[src/hw/rtl/esev_pkg.sv]
// ----------------------------------------------------------------------------
// esev_pkg
// Shared constants, payload types and arithmetic helpers for the exponential
// strain energy evaluator.
// ----------------------------------------------------------------------------
package esev_pkg;

    // Configuration register indexes
    typedef logic [0:0] t_reg_idx;
    localparam t_reg_idx REG_ALPHA = 1'b0;
    localparam t_reg_idx REG_BETA  = 1'b1;

    // Fixed point constants
    localparam logic [63:0] ESEV_ONE24    = 64'd1 << 24;
    localparam logic [31:0] ESEV_ONE30    = 32'd1 << 30;
    localparam logic [47:0] ESEV_X_HIGH   = 48'd27 << 24;
    localparam logic [47:0] ESEV_X_LOW    = 48'd32 << 24;
    localparam logic [31:0] ESEV_LN2_Q32  = 32'd2977044472;
    localparam logic [63:0] ESEV_K_FULL   = (64'd1 << 56) / 64'd2977044472;
    localparam logic [24:0] ESEV_K_RECIP  = ESEV_K_FULL[24:0];
    localparam int          ESEV_TAYLOR_TERMS = 10;
    localparam int          ESEV_QW       = 48;
    localparam int          ESEV_DIV_STEP = 4;
    localparam logic [63:0] ESEV_BIG      = 64'd1 << 63;
    localparam logic [47:0] ESEV_POS_LIM  = (48'd1 << 47) - 48'd1;
    localparam logic [47:0] ESEV_NEG_LIM  = 48'd1 << 47;

    // Side data carried alongside the exp evaluation
    typedef struct packed {
        logic        r_neg;
        logic [47:0] brm;
        logic        ovf;
    } t_side;

    // Item through the Horner cells
    typedef struct packed {
        logic [29:0]       t30;
        logic [31:0]       p;
        logic signed [7:0] k;
        t_side             side;
    } t_hrn;

    // Finished derivatives and flags carried through the divider
    typedef struct packed {
        logic [47:0] df;
        logic [47:0] ddf;
        logic        ovf;
        logic        dz;
        logic        big;
        logic        neg;
    } t_res;

    // Item through the divider cells
    typedef struct packed {
        logic [31:0] rem;
        logic [47:0] q;
        logic [47:0] num;
        t_res        res;
    } t_div;

    typedef struct packed {
        logic        ovf;
        logic [47:0] val;
    } t_sat;

    // floor(a*b/2^16) from the two partial products; 2^63 once hi reaches 2^47
    function automatic logic [63:0] mul_q16(input logic [63:0] hi, input logic [63:0] lo);
        if (hi[63:47] != 17'd0) begin
            return ESEV_BIG;
        end
        return (hi << 16) + {16'd0, lo[63:16]};
    endfunction

    // Saturate a sign and magnitude to 48-bit two's complement
    function automatic t_sat sat_out(input logic neg, input logic [63:0] mag);
        t_sat s;
        s.ovf = 1'b0;
        if (!neg) begin
            if (mag > {16'd0, ESEV_POS_LIM}) begin
                s.val = ESEV_POS_LIM;
                s.ovf = 1'b1;
            end else begin
                s.val = mag[47:0];
            end
        end else begin
            if (mag > {16'd0, ESEV_NEG_LIM}) begin
                s.val = ESEV_NEG_LIM;
                s.ovf = 1'b1;
            end else begin
                s.val = 48'(64'd0 - mag);
            end
        end
        return s;
    endfunction

endpackage

[src/hw/rtl/esev_horner_cell.sv]
// ----------------------------------------------------------------------------
// esev_horner_cell
// One Horner step of the Taylor exp: p' = 1 + floor(floor(t*p/2^30)/N),
// two register stages (multiply, then exact reciprocal division).
// ----------------------------------------------------------------------------
module esev_horner_cell
    import esev_pkg::*;
#(
    parameter int N = 1
) (
    input  logic i_clk,
    input  logic i_rst_n,
    input  logic i_vld,
    output logic o_rdy,
    input  t_hrn i_data,
    output logic o_vld,
    input  logic i_rdy,
    output t_hrn o_data
);

    // ceil(2^36/N) gives floor(m/N) exactly for m below 2^32
    localparam logic [63:0] RECIP_FULL = ((64'd1 << 36) + 64'(N) - 64'd1) / 64'(N);
    localparam logic [36:0] RECIP      = RECIP_FULL[36:0];

    logic        r_vld_a, r_vld_b;
    t_hrn        r_a, r_b;
    t_hrn        n_a, n_b;
    logic        w_en_a, w_en_b;
    logic [61:0] w_tp;
    logic [68:0] w_mq;

    assign w_en_b = !r_vld_b || i_rdy;
    assign w_en_a = !r_vld_a || w_en_b;
    assign o_rdy  = w_en_a;
    assign o_vld  = r_vld_b;
    assign o_data = r_b;

    // stage a: product t*p scaled back to Q.30
    always_comb begin
        w_tp  = 62'(i_data.t30) * 62'(i_data.p);
        n_a   = i_data;
        n_a.p = w_tp[61:30];
    end

    // stage b: divide by N and add one
    always_comb begin
        w_mq  = 69'(r_a.p) * 69'(RECIP);
        n_b   = r_a;
        n_b.p = 32'(33'(ESEV_ONE30) + w_mq[68:36]);
    end

    always_ff @(posedge i_clk) begin
        if (!i_rst_n) begin
            r_vld_a <= 1'b0;
            r_vld_b <= 1'b0;
        end else begin
            if (w_en_a) r_vld_a <= i_vld;
            if (w_en_b) r_vld_b <= r_vld_a;
        end
    end

    always_ff @(posedge i_clk) begin
        if (w_en_a) r_a <= n_a;
        if (w_en_b) r_b <= n_b;
    end

endmodule

[config.mk]
export PLATFORM = sky130hd
export DESIGN_NAME = esev_horner_cell
export DESIGN_NICKNAME = d
export VERILOG_FILES = /design/src/hw/rtl/esev_pkg.sv /design/src/hw/rtl/esev_horner_cell.sv
export SDC_FILE = /design/constraint.sdc
export NUM_CORES = 2
export LEC_CHECK = 0
export BUFFER_PORTS_ARGS = -buffer_cell sky130_fd_sc_hd__buf_2
export CAP_MARGIN = 20
export CORE_ASPECT_RATIO = 0.9
export CORE_MARGIN = 2
export CORE_UTILIZATION = 64
export DETAILED_ROUTE_END_ITERATION = 12
export GPL_TIMING_DRIVEN = 0
export PLACE_DENSITY = 0.84
export RECOVER_POWER = 100
export SLEW_MARGIN = 20
export SYNTH_ARGS = -nofsm -noshare
export SYNTH_HDL_FRONTEND = slang
export SYNTH_SLANG_ARGS = --single-unit
[constraint.sdc]
create_clock -name i_clk -period 10.26 [get_ports i_clk]
set_clock_uncertainty 0.15 [all_clocks]
set_input_delay 2.052 -clock i_clk [delete_from_list [all_inputs] [get_ports i_clk]]
set_output_delay 2.052 -clock i_clk [all_outputs]
set_load 0.02 [all_outputs]
==> After elaboration in Yosys (flattened, before gate mapping) <==
Index checks and enable logic that the tools add are counted.
{ "word_totals": {"wordCells": 20, "regBits": 242} }
{ "classes": {"mul": 1, "reduce_logical": 4, "addsub": 1} }
{ "ops": {"columns": ["cell", "n"], "rows": [
  ["30-bit by 32-bit multiplier with 62-bit output", 1],
  ["31-bit by 32-bit adder with 32-bit output, first input constant", 1],
  ["1-bit logical NOT", 2],
  ["1-bit logical OR", 2]
]} }

==> Depth between registers and ports, before layout <==
{ "logic_depth": {"ltp_word": 3, "ltp_mapped": 27, "depth_no_buf": 26} }

==> Worst setup path after synthesis <==
OpenSTA, ideal clock, no wires.
{ "synth_timing": {"kind": "input-to-reg", "start": "input i_data[68] (netlist name)", "end": "register r_a[70] (netlist name) (data pin)", "slack_ns": 1.240, "cell_stages": 26, "n_path_buf": 1, "t_arrival_ns": 8.609, "path_cell_list": "clkbuf_1 > and2_1 > fa_1 > inv_1 > fa_1 > inv_1 > fa_1 > inv_1 > fa_1 > inv_1 > fa_1 > fa_1 > fa_1 > inv_1 > fa_1 > inv_1 > ha_1 > nand4_1 > or3_1 > or4_1 > o22ai_2 > o21ai_2 > o21ai_2 > nand2b_1 > and2_1 > xnor2_1"} }
{ "synth_via": {"elab_chain_len": 1} }
{ "synth_rtl": {"columns": ["item", "line_no", "source"], "rows": [
  ["start, declared", "esev_horner_cell.sv:15", "input t_hrn i_data,"],
  ["30-bit by 32-bit multiplier with 62-bit output", "esev_horner_cell.sv:40", "w_tp = 62'(i_data.t30) * 62'(i_data.p);"],
  ["net w_tp[42]", "esev_horner_cell.sv:29", "logic [61:0] w_tp;"],
  ["end signal, assigned", "esev_horner_cell.sv:63", "if (w_en_a) r_a <= n_a;"],
  ["end, declared", "esev_horner_cell.sv:26", "t_hrn r_a, r_b;"]
]} }
The timed path passes the listed nets, and every way through them passes these cells.
A chain may end at the register's enable or synchronous reset.

==> Worst setup path after layout <==
{ "layout_timing": {"start": "input i_data[104] (netlist name)", "end": "register r_a[83] (netlist name) (data pin)"} }
The elaborated chain is that of the path after synthesis.

==> summary.txt <==
Finish
  • Final-stage net count: 5138
  • Share of cells above drive strength 1: 6.70%
  • Synth-to-layout area growth: 7.33%
  • Finished Layout Cells: 4734

Yosys
  • Mux share of post-synthesis cell area: 0%
  • Compound-Gate Fraction of Synth Area: 2.78%
  • YS warnings: 0
  • Synth top area cells: fa_1, edfxtp_1, and2_1
  • Most common cell in the netlist: inv_1
  • Mean Syn Cell Area: 10.3 um2
  • Synth Area in XOR/XNOR: 0.871%
  • Main synth FF type: edfxtp_1
  • Sequential area share after synthesis: 19.0%
  • Synthesized instance count: 3694
  • Post-synth EDFFs: 240
  • Largest family of logic cells by synthesized area: adder cells
  • Simple-gate share of the synthesized area: 15.2%
  • Area share of fa/ha/maj cells after synthesis: 51.8%
  • Synth Cell Area: 38200 um2
  • Share of async-settable or async-resettable flops after synthesis: 0%
  • Register bit count reported by yosys: 242
  • Yosys cell types: 56
  • Cell type with the largest total area after synthesis: fa_1
  • Top cells by count, synth: inv_1, fa_1, and2_1
  • Top-area cell type share of the netlist area: 43.7%
  • Syn_nets: 4900

GRT
  • Initial antenna violation count: 10
  • Vias in the first global route: 30257
  • Gr ovfl total: 0
  • Largest net degree at the start of global routing: 62
  • GRT Overall Usage: 41.3%
  • Global-route wire length before repair: 183 mm

Route
  • DRT iter0 DRCs: 3600
  • DRC Markers: 0
  • Detailed Route WL: 123 mm
  • DRT Pass-1 Iters: 5
  • Via density: 5.99
  • Vias: 28379
  • WL/cell: 26.0 um
  • Number of antenna-violating nets in the routed design: 0

Timing
  • Final Critical Period: 10.20 ns
  • Final Max Slew Viols: 0
  • Setup violations, final: 0
  • Max frequency: 0.0981 GHz
  • Tightest Pin Transition: 1.19 ns
  • Final hold violations: 0
  • RSZ-0062 raised after global routing: yes
  • Relative slew slack: 20.6%
  • Post-route setup slack: 0.0645 ns
  • Final hold slack: 0.260 ns
  • Final worst path period share: 99.4%

Placement
  • Placer Congestion: 1.08
  • Detailed Place HPWL: 100 mm
  • Pre-CTS setup slack: -0.605 ns
  • Inst Count DP: 4686
  • IO buf count: 215

Clock tree
  • CTS tree: yes
  • Root Buffer: clkbuf_16
  • Clock Sink Count: 242
  • Setup bufs post-CTS: 0
  • H-tree levels: 1
  • CTS Buf Count: 19
  • Clock buffer depth: 3
  • Reg clk slew, reported paths: 0.07 ns
  • Skew-Pair Late Insertion Delay: 0.50 ns
  • Hold buffers post-CTS: 0

Floorplanning
  • Initial Util: 65.1%
  • I/O Pins: 246
  • FP Rows: 84
  • Core Region: 58800 um2
  • Die area: 61700 um2
  • Die X: 262 um
  • Die Span Y: 236 um

Worst hold path
  • Hold path endpoint: o_data[81]
  • Min-delay worst type: flip-flop to flip-flop
  • Hold depth: 0
  • Min-delay src: r_a[81]

Critical path
  • Worst setup EP type: flip-flop
  • FF-to-FF path depth: 3
  • Crit path launch: i_data[104]
  • Largest fanout on the critical path: 10
  • RR Startpoint: o_vld
  • CP delay by family, top: adder cells
  • Critical path buffers and inverters: 6
  • Crit path launch type: input pin
  • Critical path's slowest cell: clkbuf_1
  • Setup CP Type: input pin to flip-flop
  • Worst EP arrival: 10.27 ns
  • Worst R2R End: o_data[93]
  • Critical Path Most Common Cell: fa_1
  • Reg2reg setup slack: 8.32 ns
  • CP peak stage delay: 0.73 ns
  • Req. time, crit path: 10.34 ns

Job
  • Max-cap check violation count: 0

Status
  • Status: completed
[flip-flops by register name, summed over array words and instances, names as in the netlist]
register / cells
o_data: 120
r_a: 32
r_vld_a: 1
n_b: 88
o_vld: 1
[routing by layer]
layer | up-vias | wire length, um | GRT usage [%]
met3 | 643 | 16800 | 15.3
met5 | - | 0 | 0
met2 | 2141 | 53600 | 60.6
met1 | 14196 | 40300 | 49.6
met4 | 0 | 12400 | 31.5
li1 | 11399 | - | -
[through the flow]
step                      cell area [um2]  setup TNS [ns]  utilization (%)
after floorplan                     38200               0                -
after global placement              40300           -3.01             68.5
after detailed placement            40400           -5.35             68.7
after CTS                           41000               0             69.7
after global routing                41000               0             69.8
final                               41000               0             69.8
[timing repair]
| item | CTS | global route |
|---|---|---|
| cloned | 0 | 0 |
| gates resized for setup | 4 | 28 |
| endpoints found under the hold margin | 0 | 0 |
| endpoints found under the setup margin | 5 | 12 |
[worst reg2reg max path, cell delays in order (launching register included)]
cell     delay [ns]
dfxtp_1        0.32
nor2b_1        0.50
inv_6          0.35
buf_16         0.32
[worst max-delay path by stage]
stage | slack, ns | endpoint | cells after the start
2_1_floorplan | 1.24 | r_a[70] | 26
4_1_cts | 0.03 | r_a[83] | 25
6_report | 0.06 | r_a[83] | 25
3_5_place_dp | -0.61 | r_a[83] | 25
5_1_grt | 0.00003 | r_a[83] | 25
3_3_place_gp | -0.39 | r_a[83] | 25
[area by class of cell]
cell class / count / area [um2]
sequential: 242 / 7250
timing repair buffer: 219 / 1150
fill: 4327 / 17700
buffer: 194 / 769
clock buffer: 23 / 490
multi-input combinational: 2398 / 27000
antenna: 17 / 42.5
clock inverter: 9 / 101
inverter: 858 / 3230
tap: 774 / 968
[cells in the final DEF, fill, tap and decap left out, drive strengths merged, types with 42 or more instances in the layout]
cell type	netlist	layout
a21oi	61	61
nand2	417	417
inv	858	859
fa	835	835
buf	4	214
clkbuf	192	222
o21ai	42	42
ha	247	247
edfxtp	240	240
and2	586	586
[cell families after synthesis]
logic type / after synthesis
simple gates: 1107
fa+ha+maj: 1082
compound gates: 171
flops: 242
xor+xnor: 38
buf+inv: 1054
Power is not shown: default switching activity piles up to over one toggle a cycle in this logic, so the estimate is an artifact.
