**src/hw/rtl/esev_pkg.sv**
```systemverilog
// ----------------------------------------------------------------------------
// esev_pkg
// Shared constants, payload types and arithmetic helpers for the exponential
// strain energy evaluator.
// ----------------------------------------------------------------------------
package esev_pkg;

    // Configuration register indexes
    typedef logic [0:0] t_reg_idx;
    localparam t_reg_idx REG_ALPHA = 1'b0;
    localparam t_reg_idx REG_BETA  = 1'b1;

    // Fixed point constants
    localparam logic [63:0] ESEV_ONE24    = 64'd1 << 24;
    localparam logic [31:0] ESEV_ONE30    = 32'd1 << 30;
    localparam logic [47:0] ESEV_X_HIGH   = 48'd27 << 24;
    localparam logic [47:0] ESEV_X_LOW    = 48'd32 << 24;
    localparam logic [31:0] ESEV_LN2_Q32  = 32'd2977044472;
    localparam logic [63:0] ESEV_K_FULL   = (64'd1 << 56) / 64'd2977044472;
    localparam logic [24:0] ESEV_K_RECIP  = ESEV_K_FULL[24:0];
    localparam int          ESEV_TAYLOR_TERMS = 10;
    localparam int          ESEV_QW       = 48;
    localparam int          ESEV_DIV_STEP = 4;
    localparam logic [63:0] ESEV_BIG      = 64'd1 << 63;
    localparam logic [47:0] ESEV_POS_LIM  = (48'd1 << 47) - 48'd1;
    localparam logic [47:0] ESEV_NEG_LIM  = 48'd1 << 47;

    // Side data carried alongside the exp evaluation
    typedef struct packed {
        logic        r_neg;
        logic [47:0] brm;
        logic        ovf;
    } t_side;

    // Item through the Horner cells
    typedef struct packed {
        logic [29:0]       t30;
        logic [31:0]       p;
        logic signed [7:0] k;
        t_side             side;
    } t_hrn;

    // Finished derivatives and flags carried through the divider
    typedef struct packed {
        logic [47:0] df;
        logic [47:0] ddf;
        logic        ovf;
        logic        dz;
        logic        big;
        logic        neg;
    } t_res;

    // Item through the divider cells
    typedef struct packed {
        logic [31:0] rem;
        logic [47:0] q;
        logic [47:0] num;
        t_res        res;
    } t_div;

    typedef struct packed {
        logic        ovf;
        logic [47:0] val;
    } t_sat;

    // floor(a*b/2^16) from the two partial products; 2^63 once hi reaches 2^47
    function automatic logic [63:0] mul_q16(input logic [63:0] hi, input logic [63:0] lo);
        if (hi[63:47] != 17'd0) begin
            return ESEV_BIG;
        end
        return (hi << 16) + {16'd0, lo[63:16]};
    endfunction

    // Saturate a sign and magnitude to 48-bit two's complement
    function automatic t_sat sat_out(input logic neg, input logic [63:0] mag);
        t_sat s;
        s.ovf = 1'b0;
        if (!neg) begin
            if (mag > {16'd0, ESEV_POS_LIM}) begin
                s.val = ESEV_POS_LIM;
                s.ovf = 1'b1;
            end else begin
                s.val = mag[47:0];
            end
        end else begin
            if (mag > {16'd0, ESEV_NEG_LIM}) begin
                s.val = ESEV_NEG_LIM;
                s.ovf = 1'b1;
            end else begin
                s.val = 48'(64'd0 - mag);
            end
        end
        return s;
    endfunction

endpackage

```
**src/hw/rtl/esev_div_cell.sv**
```systemverilog
// ----------------------------------------------------------------------------
// esev_div_cell
// Restoring divider slice: STEPS quotient bits of numerator / beta per cell.
// ----------------------------------------------------------------------------
module esev_div_cell
    import esev_pkg::*;
#(
    parameter int STEPS = ESEV_DIV_STEP
) (
    input  logic        i_clk,
    input  logic        i_rst_n,
    input  logic [31:0] i_beta,
    input  logic        i_vld,
    output logic        o_rdy,
    input  t_div        i_data,
    output logic        o_vld,
    input  logic        i_rdy,
    output t_div        o_data
);

    logic  r_vld;
    t_div  r_data;
    t_div  n_data;
    logic  w_en;

    assign w_en   = !r_vld || i_rdy;
    assign o_rdy  = w_en;
    assign o_vld  = r_vld;
    assign o_data = r_data;

    // shift in one numerator bit per step, subtract where it fits
    always_comb begin
        logic [32:0] rem2;
        n_data = i_data;
        rem2   = '0;
        for (int j = 0; j < STEPS; j++) begin
            rem2       = {n_data.rem, n_data.num[47]};
            n_data.num = {n_data.num[46:0], 1'b0};
            if (rem2 >= {1'b0, i_beta}) begin
                n_data.rem = 32'(rem2 - {1'b0, i_beta});
                n_data.q   = {n_data.q[46:0], 1'b1};
            end else begin
                n_data.rem = rem2[31:0];
                n_data.q   = {n_data.q[46:0], 1'b0};
            end
        end
    end

    always_ff @(posedge i_clk) begin
        if (!i_rst_n) begin
            r_vld <= 1'b0;
        end else if (w_en) begin
            r_vld <= i_vld;
        end
    end

    always_ff @(posedge i_clk) begin
        if (w_en) r_data <= n_data;
    end

endmodule

```
**config.mk**
```make
export PLATFORM = sky130hd
export DESIGN_NAME = esev_div_cell
export DESIGN_NICKNAME = d
export VERILOG_FILES = /design/src/hw/rtl/esev_pkg.sv /design/src/hw/rtl/esev_div_cell.sv
export SDC_FILE = /design/constraint.sdc
export NUM_CORES = 1
export LEC_CHECK = 0
export CORE_MARGIN = 2
export CORE_UTILIZATION = 29
export DETAILED_ROUTE_END_ITERATION = 8
export DONT_BUFFER_PORTS = 1
export PLACE_DENSITY_LB_ADDON = 0.15
export SLEW_MARGIN = 5
export SYNTH_ARGS = -nofsm -noshare
export SYNTH_HDL_FRONTEND = slang
export SYNTH_SLANG_ARGS = --single-unit
```
**constraint.sdc**
```tcl
create_clock -name i_clk -period 10.5 [get_ports i_clk]
set_clock_uncertainty 0.05 [all_clocks]
set_input_delay 0 -clock i_clk [delete_from_list [all_inputs] [get_ports i_clk]]
set_output_delay 0 -clock i_clk [all_outputs]
set_load 0.02 [all_outputs]
```
Yosys cells after proc, flatten, opt, wreduce, memory -nomap -nowiden
Index checks and enable logic that the tools add are counted.
{ "classes": {"add_sub_neg": 4, "order_cmp": 4, "mux": 4, "n_reduce_logical": 2} }
{ "op_table": {"columns": ["operator", "n"], "rows": [
  ["$mux 80", 4],
  ["$ge 33x32->1", 4],
  ["$sub 32x32->32", 4],
  ["$logic_not 1->1", 1],
  ["$logic_or 1x1->1", 1]
]} }
{ "totals": {"regBits": 225, "input_bits": 264, "out_inout_bits": 230} }

Longest topological paths before layout
Gate-level depths: netlist (run 1).
{ "logic_depth": {"depth_word": 8, "mapped_depth": 56} }

Worst setup path before layout (run 1)
OpenSTA, ideal clock, no wires.
{ "synth_timing": {"path_type": "input port to flip-flop", "startpoint": "input port i_beta[18]", "endpoint": "register r_data (netlist bit o_data[226]), data pin", "setup_ns": 0.260, "t_arrival_ns": 10.669, "t_required_ns": 10.190, "setup_slack_ns": -0.479, "stages": 48, "n_path_buf": 6, "path_cell_list": "inv_1 ha_1 and4_4 a31oi_2 o21ai_2 or4_4 o211ai_2 and2_1 buf_2 buf_2 buf_2 mux2i_1 inv_1 ha_1 nand2_1 o21ai_1 nor4_1 or4_4 (+12 left out) a21oi_2 o21ai_1 a211o_1 buf_2 buf_2 mux2i_1 fa_1 a21o_1 a21oi_1 nor2b_1 o21ai_0 a2111oi_0 a2111oi_1 o21ai_1 a2111o_1 a311oi_1 xnor2_1 mux2_4"} }
{ "synth_rtl": {"columns": ["element", "line_no", "source"], "rows": [
  ["start: declaration", "esev_div_cell.sv:12", "input logic [31:0] i_beta,"],
  ["end signal: assignment", "esev_div_cell.sv:58", "if (w_en) r_data <= n_data;"],
  ["end: declaration", "esev_div_cell.sv:22", "t_div r_data;"]
]} }

==> results of run 1 <==
-- flip-flops by register name (all words and copies together), names as in the netlist --
signal / cells
o_vld: 1
o_data: 224
-- placed cells by master (no fill, tap or decap), types with 17 or more instances in the layout --
master,n
nand2b_1,19
nand3_1,27
nor3_1,20
o21bai_1,19
xor2_1,31
nand4_1,17
mux2_2,47
nor2_1,68
a21o_1,43
o21a_1,24
buf_4,460
dlygate4sd3_1,193
o21ai_0,68
a21oi_1,98
mux2_4,36
xnor2_1,72
clkbuf_16,24
inv_1,73
edfxtp_1,224
ha_1,127
nand2_1,74
-- cell families after synthesis --
family | after synthesis | share of synthesized area [%]
other | 1 | 0.0250
buffers and inverters | 104 | 3.07
adders and majority gates | 132 | 11.2
muxes | 97 | 8.01
and+or+nand+nor | 297 | 9.86
AOI/OAI and AO/OA | 374 | 16.8
xor gates and xnor gates | 103 | 6.01
DFF | 225 | 45.0
-- worst paths after layout --
path	cells past startpoint	to
setup / recovery	44	o_data[226]
hold / removal	4	o_data[197]
setup reg to reg	4	o_vld
hold reg to reg	1	o_data[186]
-- synth_stat cells (27+ instances only) --
master | n | area share, %
mux2_4 | 33 | 3.3
a21o_1 | 43 | 2.2
nand3_1 | 27 | 0.90
xor2_1 | 31 | 1.8
o21ai_0 | 72 | 2.4
ha_1 | 128 | 11
a21oi_1 | 101 | 3.4
inv_1 | 74 | 1.9
nand2_1 | 74 | 1.9
xnor2_1 | 72 | 4.2
nor2_1 | 71 | 1.8
edfxtp_1 | 224 | 45
mux2_2 | 50 | 3.8
-- worst reg2reg max path, delay by kind of cell (launching register included) --
kind	cells	cell delay, ps
AND/OR/NAND/NOR	1	870
flip-flops	1	440
AO/OA/AOI/OAI	1	300
buffers and inverters	2	1220
-- routing by layer --
metal	global-route usage (%)	wire [um]	up-vias	share of wire [%]
met2	38.9	30100	314	52
met3	2.13	2200	66	3.8
met1	25.2	24600	6127	42
li1	-	-	6370	-
met5	0	27	-	0.046
met4	5.26	1450	4	2.5
-- what timing repair did --
action | 4_1_cts | 5_1_grt
gates resized for setup | 0 | 32
buffers inserted | 0 | 3
setup endpoints to repair | 0 | 33
hold endpoints to repair | 191 | 0
hold buffers | 193 | 0
-- final cells by class --
| cell class | count | share of cell area [%] |
|---|---|---|
| multi-input combinational | 1007 | 36.0 |
| antenna | 1 | 0.0113 |
| clock buffer | 32 | 2.89 |
| clock inverter | 9 | 0.464 |
| tap | 680 | 3.84 |
| sequential | 225 | 30.5 |
| inverter | 75 | 1.29 |
| timing repair buffer | 662 | 25.0 |
-- per-stage QoR --
step | util (%) | hold WS [ps] | worst slack (ps) | setup TNS [ps] | total power [W]
2_1_floorplan | - | 48.9 | 9.99 | 0 | 0.00459
3_3_place_gp | 37.7 | 48.9 | -249 | -7100 | 0.00661
3_5_place_dp | 37.7 | 48.9 | -485 | -14150 | 0.00663
4_1_cts | 42.9 | 24.4 | 36.5 | 0 | 0.00753
5_1_grt | 43.2 | 35.1 | -79.2 | -1490 | 0.00821
6_report | 43.2 | 38.9 | 438 | 0 | 0.00763
-- power by group through the flow --
stage / logic, W / clock network [W] / registers (W)
3_5_place_dp: 0.00508 / 0 / 0.00155
4_1_cts: 0.00517 / 0.000829 / 0.00153
3_3_place_gp: 0.00506 / 0 / 0.00155
5_1_grt: 0.00583 / 0.000860 / 0.00152
6_report: 0.00530 / 0.000809 / 0.00152
2_1_floorplan: 0.00311 / 0 / 0.00147
==> results.json, run 1 <==
{
  "root_buffer": "clkbuf_16",
  "cap_viol_max_count": 0,
  "drt_pass1_iterations": 5,
  "layout-area-overhead-vs-synth_pct": 47.5,
  "core.rowCount": 83,
  "sw_frac_of_total_pct": 37.6,
  "yosysUniqueCellTypes": 84,
  "grt_pass1_wl_um": 83100,
  "via_per_inst": 4.79,
  "drc": 0,
  "grt_max_degree": 145,
  "cts.clk_slew.worst_paths_ps": 60,
  "cts_sinks": 225,
  "synth.avg_cell_area_um2": 11.3,
  "r2r_slack_ps": 7510,
  "path_delay_family": "compound AO/OA/AOI/OAI gates",
  "syn_area_um2": 15000,
  "startpoint": "i_beta[21]",
  "period_share_pct": 95.8,
  "slew_violations": 0,
  "placed_area_um2": 19300,
  "multiInputGateArea_um2": 7960,
  "hold_viol": 0,
  "status": "finished, final reports clean",
  "dpl.hpwl_um": 48100,
  "synth_seq_cells": 225,
  "powerDensity_nw_per_um2": 345,
  "fin_crit_ps": 10060,
  "cp-start-kind": "input port",
  "ys_dominant_reg_cell": "edfxtp_1",
  "switchingPower_w": 0.00287,
  "yosysSeqAreaShare_pct": 45.0,
  "synth_edf_count": 224,
  "clk_latency_ps": 520,
  "ant_nets": 0,
  "hold_path.startpoint": "i_data[145]",
  "p_leak_nw": 9.68,
  "clockBufferDepth": 3,
  "dieHeight_um": 231,
  "core_area_um2": 51200,
  "crit_slowest_cell": "or4_1",
  "place_congestion": 0.914,
  "worstSetupPathType": "input port to flip-flop",
  "wl_per_cell_um": 21.7,
  "cpMostUsedCell": "ha_1",
  "grt_usage_pct": 20.8,
  "power_frac_seq_pct": 19.9,
  "synth_cells": 1333,
  "pwr-share-clk_pct": 10.6,
  "stdcell_count": 2691,
  "cts_tree": "built",
  "ir_drop_v": 0.000140,
  "worstPathRequired_ps": 10720,
  "antenna_found_initial": 8,
  "drt-total-wl_um": 58400,
  "overflow": 0,
  "setup_viol_count_final": 0,
  "max_slew.worst_pin.slew_ps": 1130,
  "die_area_um2": 53600,
  "ys_warn_count": 0,
  "crit_fanout": 11,
  "drt_iter0_markers": 567,
  "cp-end-kind": "flip-flop",
  "ios": 494,
  "cts_made_buffers": 23,
  "cts-htree-levels": 1,
  "timing.rr.start": "o_vld",
  "hold_class": "input port to flip-flop",
  "die_w_um": 231,
  "design_area_um2": 22100,
  "drive_above_1_share_pct": 32.0,
  "p_int_w": 0.00476,
  "fmax_mhz": 99.4,
  "critPathBufInv": 6,
  "relSlewSlack_pct": 24.7,
  "finalNetCount": 2390,
  "register_area_um2": 6750,
  "place.port_buffers": 0,
  "dr_total_vias": 12900,
  "n_fill_cell": 4864,
  "ys_async_sr_fraction_pct": 0,
  "placed_cells": 2452,
  "arrival_ps": 10290,
  "start_util_pct": 29.3,
  "first_global_vias": 12900,
  "p_comb_share_pct": 69.5,
  "max_stage_delay_ps": 500
}
(Power assumes the default switching activity.)
==> run 2: changes to the inputs <==
==> constraint.sdc (replaced) <==
create_clock -name i_clk -period 11.1 [get_ports i_clk]
set_clock_uncertainty 0.05 [all_clocks]
set_input_delay 0 -clock i_clk [delete_from_list [all_inputs] [get_ports i_clk]]
set_output_delay 0 -clock i_clk [all_outputs]
set_load 0.02 [all_outputs]
==> results.json, run 2 (same netlist as run 1, synthesis figures left out) <==
{
  "dieHeight_um": 231,
  "grt_pass1_wl_um": 80600,
  "die_w_um": 231,
  "cp-end-kind": "flip-flop",
  "crit_fanout": 21,
  "ios": 494,
  "fin_util_pct": 41.4,
  "wl_per_cell_um": 22.0,
  "cts_setup_buffers": 0,
  "drt-total-wl_um": 56900,
  "cts.clk_slew.worst_paths_ps": 70,
  "n_fill_cell": 4946,
  "grt_max_degree": 187,
  "finalNetCount": 2288,
  "drt_pass1_iterations": 4,
  "worstPathRequired_ps": 11310,
  "cp-endpoint": "o_data[196]",
  "cap_viol_max_count": 0,
  "drc": 0,
  "r2r_slack_ps": 8200,
  "ir_drop_v": 0.000121,
  "grt_usage_pct": 20.1,
  "p_comb_share_pct": 67.9,
  "worstSetupPathType": "input port to flip-flop",
  "power_frac_seq_pct": 20.9,
  "dpl.hpwl_um": 47000,
  "switchingPower_w": 0.00262,
  "status": "finished, final reports clean",
  "period_share_pct": 95.2,
  "layout-area-overhead-vs-synth_pct": 41.4,
  "start_util_pct": 29.3,
  "arrival_ps": 10770,
  "max_slew.worst_pin.slew_ps": 1230,
  "p_int_w": 0.00423,
  "ant_nets": 0,
  "hold_class": "input port to flip-flop",
  "drive_above_1_share_pct": 27.5,
  "die_area_um2": 53600,
  "fin_crit_ps": 10560,
  "cp-start-kind": "input port",
  "p_leak_nw": 9.13,
  "place.port_buffers": 0,
  "sw_frac_of_total_pct": 38.3,
  "design_area_um2": 21200,
  "antenna_found_initial": 2,
  "hold_viol": 0,
  "dr_total_vias": 12600,
  "crit_slowest_cell": "dlygate4sd3_1",
  "via_per_inst": 4.87,
  "first_global_vias": 12500,
  "rsz0062_at_grt": "false",
  "core_area_um2": 51200,
  "pwr-share-clk_pct": 11.2,
  "cts_sinks": 225,
  "largest_reg_flops": 224,
  "clockBufferDepth": 3,
  "fmax_mhz": 94.7,
  "overflow": 0,
  "r2r_cells": 4,
  "cts-htree-levels": 1,
  "startpoint": "i_beta[20]",
  "max_stage_delay_ps": 550,
  "r2r-end": "o_vld",
  "timing.rr.start": "o_vld",
  "cts_made_buffers": 23,
  "core.rowCount": 83,
  "clk_latency_ps": 510,
  "placed_area_um2": 18500,
  "mostFrequentLayoutCells": "buf_4 (362), edfxtp_1 (224), dlygate4sd3_1 (192)",
  "powerDensity_nw_per_um2": 323,
  "slew_violations": 0,
  "relSlewSlack_pct": 17.9,
  "setup_viol_count_final": 0,
  "place_congestion": 0.899,
  "root_buffer": "clkbuf_16",
  "cts_tree": "built",
  "drt_iter0_markers": 494,
  "mostFrequentLayoutCell": "buf_4"
}
-- run 2: what timing repair did --
action / CTS / global route
hold endpoints to repair: 190 / 0
setup endpoints to repair: 0 / 32
hold buffers: 192 / 0
resized for setup: 0 / 8
-- run 2: final cells by class --
| class | count | area, um2 | area share [%] |
|---|---|---|---|
| clock buffers | 31 | 636 | 3.00 |
| well taps | 680 | 851 | 4.01 |
| inverters | 75 | 282 | 1.33 |
| multi-input cells | 1007 | 7850 | 37.0 |
| flip-flops and latches | 225 | 6750 | 31.8 |
| clock inverters | 10 | 96.3 | 0.454 |
| repair buffers | 560 | 4750 | 22.4 |
| diodes | 1 | 2.50 | 0.0118 |
-- run 2: power groups by stage --
| stage | sequential [W] | clock (W) | combinational (W) |
|---|---|---|---|
| 2_1_floorplan | 0.00139 | 0 | 0.00291 |
| 3_3_place_gp | 0.00146 | 0 | 0.00457 |
| 3_5_place_dp | 0.00146 | 0 | 0.00459 |
| 4_1_cts | 0.00144 | 0.000786 | 0.00467 |
| 5_1_grt | 0.00144 | 0.000813 | 0.00508 |
| 6_report | 0.00143 | 0.000764 | 0.00465 |
-- run 2: per-stage QoR --
stage | hold WS [ps] | setup WS, ps | cells | total power (W) | setup TNS, ps
after global placement | 48.9 | 112 | 2355 | 0.00604 | 0
final | 43.3 | 537 | 2589 | 0.00685 | 0
after floorplan | 48.9 | 121 | 1336 | 0.00431 | 0
after global routing | 40.4 | 18.2 | 2589 | 0.00734 | 0
after CTS | 27.4 | 225 | 2588 | 0.00690 | 0
after detailed placement | 48.9 | -27.7 | 2355 | 0.00605 | -54.3
-- run 2: worst min-delay path by stage --
| stage | slack [ps] | endpoint | depth (start not counted) | from |
|---|---|---|---|---|
| CTS | 30 | o_data[131] | 1 | i_data[127] |
| floorplan | 50 | o_data[0] | 0 | i_data[0] |
| global route | 40 | o_data[80] | 1 | i_data[80] |
| detailed placement | 50 | o_data[147] | 0 | i_data[143] |
| finish | 40 | o_data[197] | 4 | i_data[145] |
| global placement | 50 | o_data[176] | 0 | i_data[172] |
-- run 2: critical path: cells and delay by family --
| kind | cells | cell delay [ps] |
|---|---|---|
| muxes | 4 | 1070 |
| adders and majority gates | 4 | 1150 |
| buffers and inverters | 9 | 1900 |
| AOI/OAI and AO/OA | 26 | 4970 |
| and+or+nand+nor | 6 | 1650 |
-- run 2: per-layer routing --
layer  share of wire, %  up-vias  wire, um  GRT usage [%]
li1                   -     6167         -              -
met1                 41     6041     23600           24.0
met2                 52      356     29500           37.9
met3                4.2       45      2410           2.33
met4                2.4        2      1350           5.30
met5              0.028        -        16              0
==> run 3: changes to the inputs <==
--- a/config.mk
+++ b/config.mk
@@ -5,6 +5,9 @@
 export SDC_FILE = /design/constraint.sdc
 export NUM_CORES = 1
 export LEC_CHECK = 0
+export ABC_AREA = 1
+export CAP_MARGIN = 20
+export CORE_ASPECT_RATIO = 0.9
 export CORE_MARGIN = 2
 export CORE_UTILIZATION = 29
 export DETAILED_ROUTE_END_ITERATION = 8
==> results.json, run 3 <==
{
  "status": "finished, final reports clean",
  "fin_ws_ps": 1230,
  "fin_tns_setup_ps": 0,
  "mostFrequentLayoutCells": "nand2_1 (600), edfxtp_1 (224), inv_1 (223)",
  "cts_tree": "built",
  "rsz0062_at_grt": "false",
  "slew_violations": 0,
  "worstPathRequired_ps": 11340,
  "drive_above_1_share_pct": 4.38,
  "drt-total-wl_um": 62100,
  "syn_area_um2": 16200,
  "die_w_um": 253,
  "synth-xor-area-share_pct": 5.20,
  "hold_depth": 1,
  "fmax_mhz": 101,
  "ant_nets": 0,
  "place_congestion": 0.902,
  "first_global_vias": 13800,
  "yosysUniqueCellTypes": 46,
  "cap_viol_max_count": 0,
  "cts_sinks": 225,
  "drc": 0,
  "cts-htree-levels": 1,
  "crit_fanout": 41,
  "synth_area_leaders": "edfxtp_1 (42%), nand2_1 (14%), ha_1 (9.9%)",
  "cp-end-kind": "flip-flop",
  "post-synth-top-count-cell": "nand2_1",
  "n_fill_cell": 5712,
  "ys_warn_count": 0,
  "clockBufferDepth": 3,
  "dpl.hpwl_um": 50500,
  "synth.avg_cell_area_um2": 8.11,
  "multiInputGateArea_um2": 8360,
  "antenna_found_initial": 6,
  "place.port_buffers": 0,
  "design_area_um2": 19700,
  "synth_compound_area_share_pct": 10.0,
  "largest_reg_flops": 224,
  "cpMostUsedCell": "nand2_1",
  "synth_top_family_by_area": "simple AND/OR/NAND/NOR gates",
  "die_area_um2": 57700,
  "max_slew.worst_pin.slew_ps": 1010,
  "cts_setup_buffers": 0,
  "arrival_ps": 10110,
  "layout-area-overhead-vs-synth_pct": 22.0,
  "drt_pass1_iterations": 6,
  "grt_usage_pct": 20.7,
  "relSlewSlack_pct": 32.5,
  "cts.clk_slew.worst_paths_ps": 60,
  "drt_iter0_markers": 1311,
  "overflow": 0,
  "yosysSeqAreaShare_pct": 41.7,
  "ir_drop_v": 0.000143,
  "via_per_inst": 4.92,
  "core.rowCount": 82,
  "wl_per_cell_um": 21.2,
  "pre_cts_ws_ps": 1140,
  "worstSetupPathType": "input port to flip-flop",
  "finalNetCount": 2596,
  "dr_total_vias": 14400,
  "clk_latency_ps": 540,
  "placed_area_um2": 17000,
  "synth_seq_cells": 225,
  "crit_slowest_cell": "dlygate4sd3_1",
  "hold_viol": 0,
  "fin_crit_ps": 9870,
  "period_share_pct": 88.9,
  "max_stage_delay_ps": 550,
  "n_antenna_cell": 0,
  "yosys.area.top_type_share_pct": 41.6,
  "mostFrequentLayoutCell": "nand2_1",
  "cts_made_buffers": 25,
  "register_area_um2": 6750,
  "synth_edf_count": 224,
  "grt_pass1_wl_um": 89100,
  "root_buffer": "clkbuf_16",
  "ys_async_sr_fraction_pct": 0,
  "synth_cells": 1994,
  "ys_dominant_reg_cell": "edfxtp_1",
  "synthAdderAreaFrac_pct": 10.4,
  "hold_class": "input port to flip-flop",
  "r2r_slack_ps": 8290,
  "yosys.area_share.simple_pct": 25.9,
  "p_leak_nw": 8.93,
  "synth.mux.area_fraction_pct": 0,
  "p_total_w": 0.00551,
  "synth_top_cell_by_area": "edfxtp_1",
  "start_util_pct": 29.2,
  "ios": 494,
  "dieHeight_um": 228,
  "r2r_cells": 5,
  "core_area_um2": 55400,
  "setup_viol_count_final": 0,
  "synth_top_cells_by_count": "nand2_1 (601), edfxtp_1 (224), inv_1 (223)",
  "grt_max_degree": 82,
  "powerDensity_nw_per_um2": 279,
  "cp-start-kind": "input port"
}
==> run 3: cell count changes after synthesis, moves of 39 or more <==
cell	change
inv_1	+149
mux2_2	-50
nand2_1	+527
nand3_1	+132
nor2_1	+64
xnor2_1	-39
==> run 3: timing repair <==
item / 4_1_cts / 5_1_grt
hold buffers: 195 / 0
gates resized for setup: 0 / 0
endpoints found under the hold margin: 192 / 0
==> run 3: critical path, delay by kind of cell <==
| kind | cells | cell delay, ps |
|---|---|---|
| adder cells (fa/ha/maj) | 4 | 1380 |
| buffers and inverters | 9 | 2330 |
| AND/OR/NAND/NOR | 28 | 4320 |
| AO/OA/AOI/OAI | 10 | 2030 |
==> run 3: routing by layer <==
layer | wire length, um | GRT usage, % | part of all wire [%]
met1 | 26600 | 26.3 | 43
met2 | 30000 | 36.2 | 48
met3 | 4210 | 4.16 | 6.8
met4 | 1180 | 3.96 | 1.9
met5 | 78 | 0 | 0.13
==> run 3: metrics by stage <==
stage | hold slack, ps | utilization (%) | instances
2_1_floorplan | 48.9 | - | 1997
3_3_place_gp | 48.9 | 30.6 | 2691
3_5_place_dp | 48.9 | 30.7 | 2692
4_1_cts | 0.336 | 35.6 | 2930
5_1_grt | 1.12 | 35.6 | 2930
6_report | 28.1 | 35.6 | 2930
==> run 3: cell families after synthesis <==
family,after synthesis
and+or+nand+nor,988
AOI/OAI and AO/OA,290
buffers and inverters,262
DFF,225
adders and majority gates,132
xor gates and xnor gates,96
other,1
==> run 3: layout make-up <==
cell class	instances	area share (%)
well taps	714	4.53
repair buffers	212	10.6
flip-flops and latches	225	34.2
inverters	226	4.30
multi-input cells	1510	42.4
clock buffers	29	3.25
clock inverters	14	0.736
==> run 3: worst paths after layout <==
| path | start | endpoint |
|---|---|---|
| setup / recovery | i_beta[20] | o_data[196] |
| hold / removal | i_data[177] | o_data[181] |
| setup reg to reg | o_vld | o_vld |
| hold reg to reg | o_vld | o_data[41] |
==> run 3: power breakdown <==
part | switching, W | leakage [nW] | internal [W]
Clock | 0.000338 | 0.388 | 0.000462
Sequential | 0.000231 | 2.33 | 0.00118
Combinational | 0.00217 | 6.21 | 0.00114
Total | 0.00273 | 8.93 | 0.00278
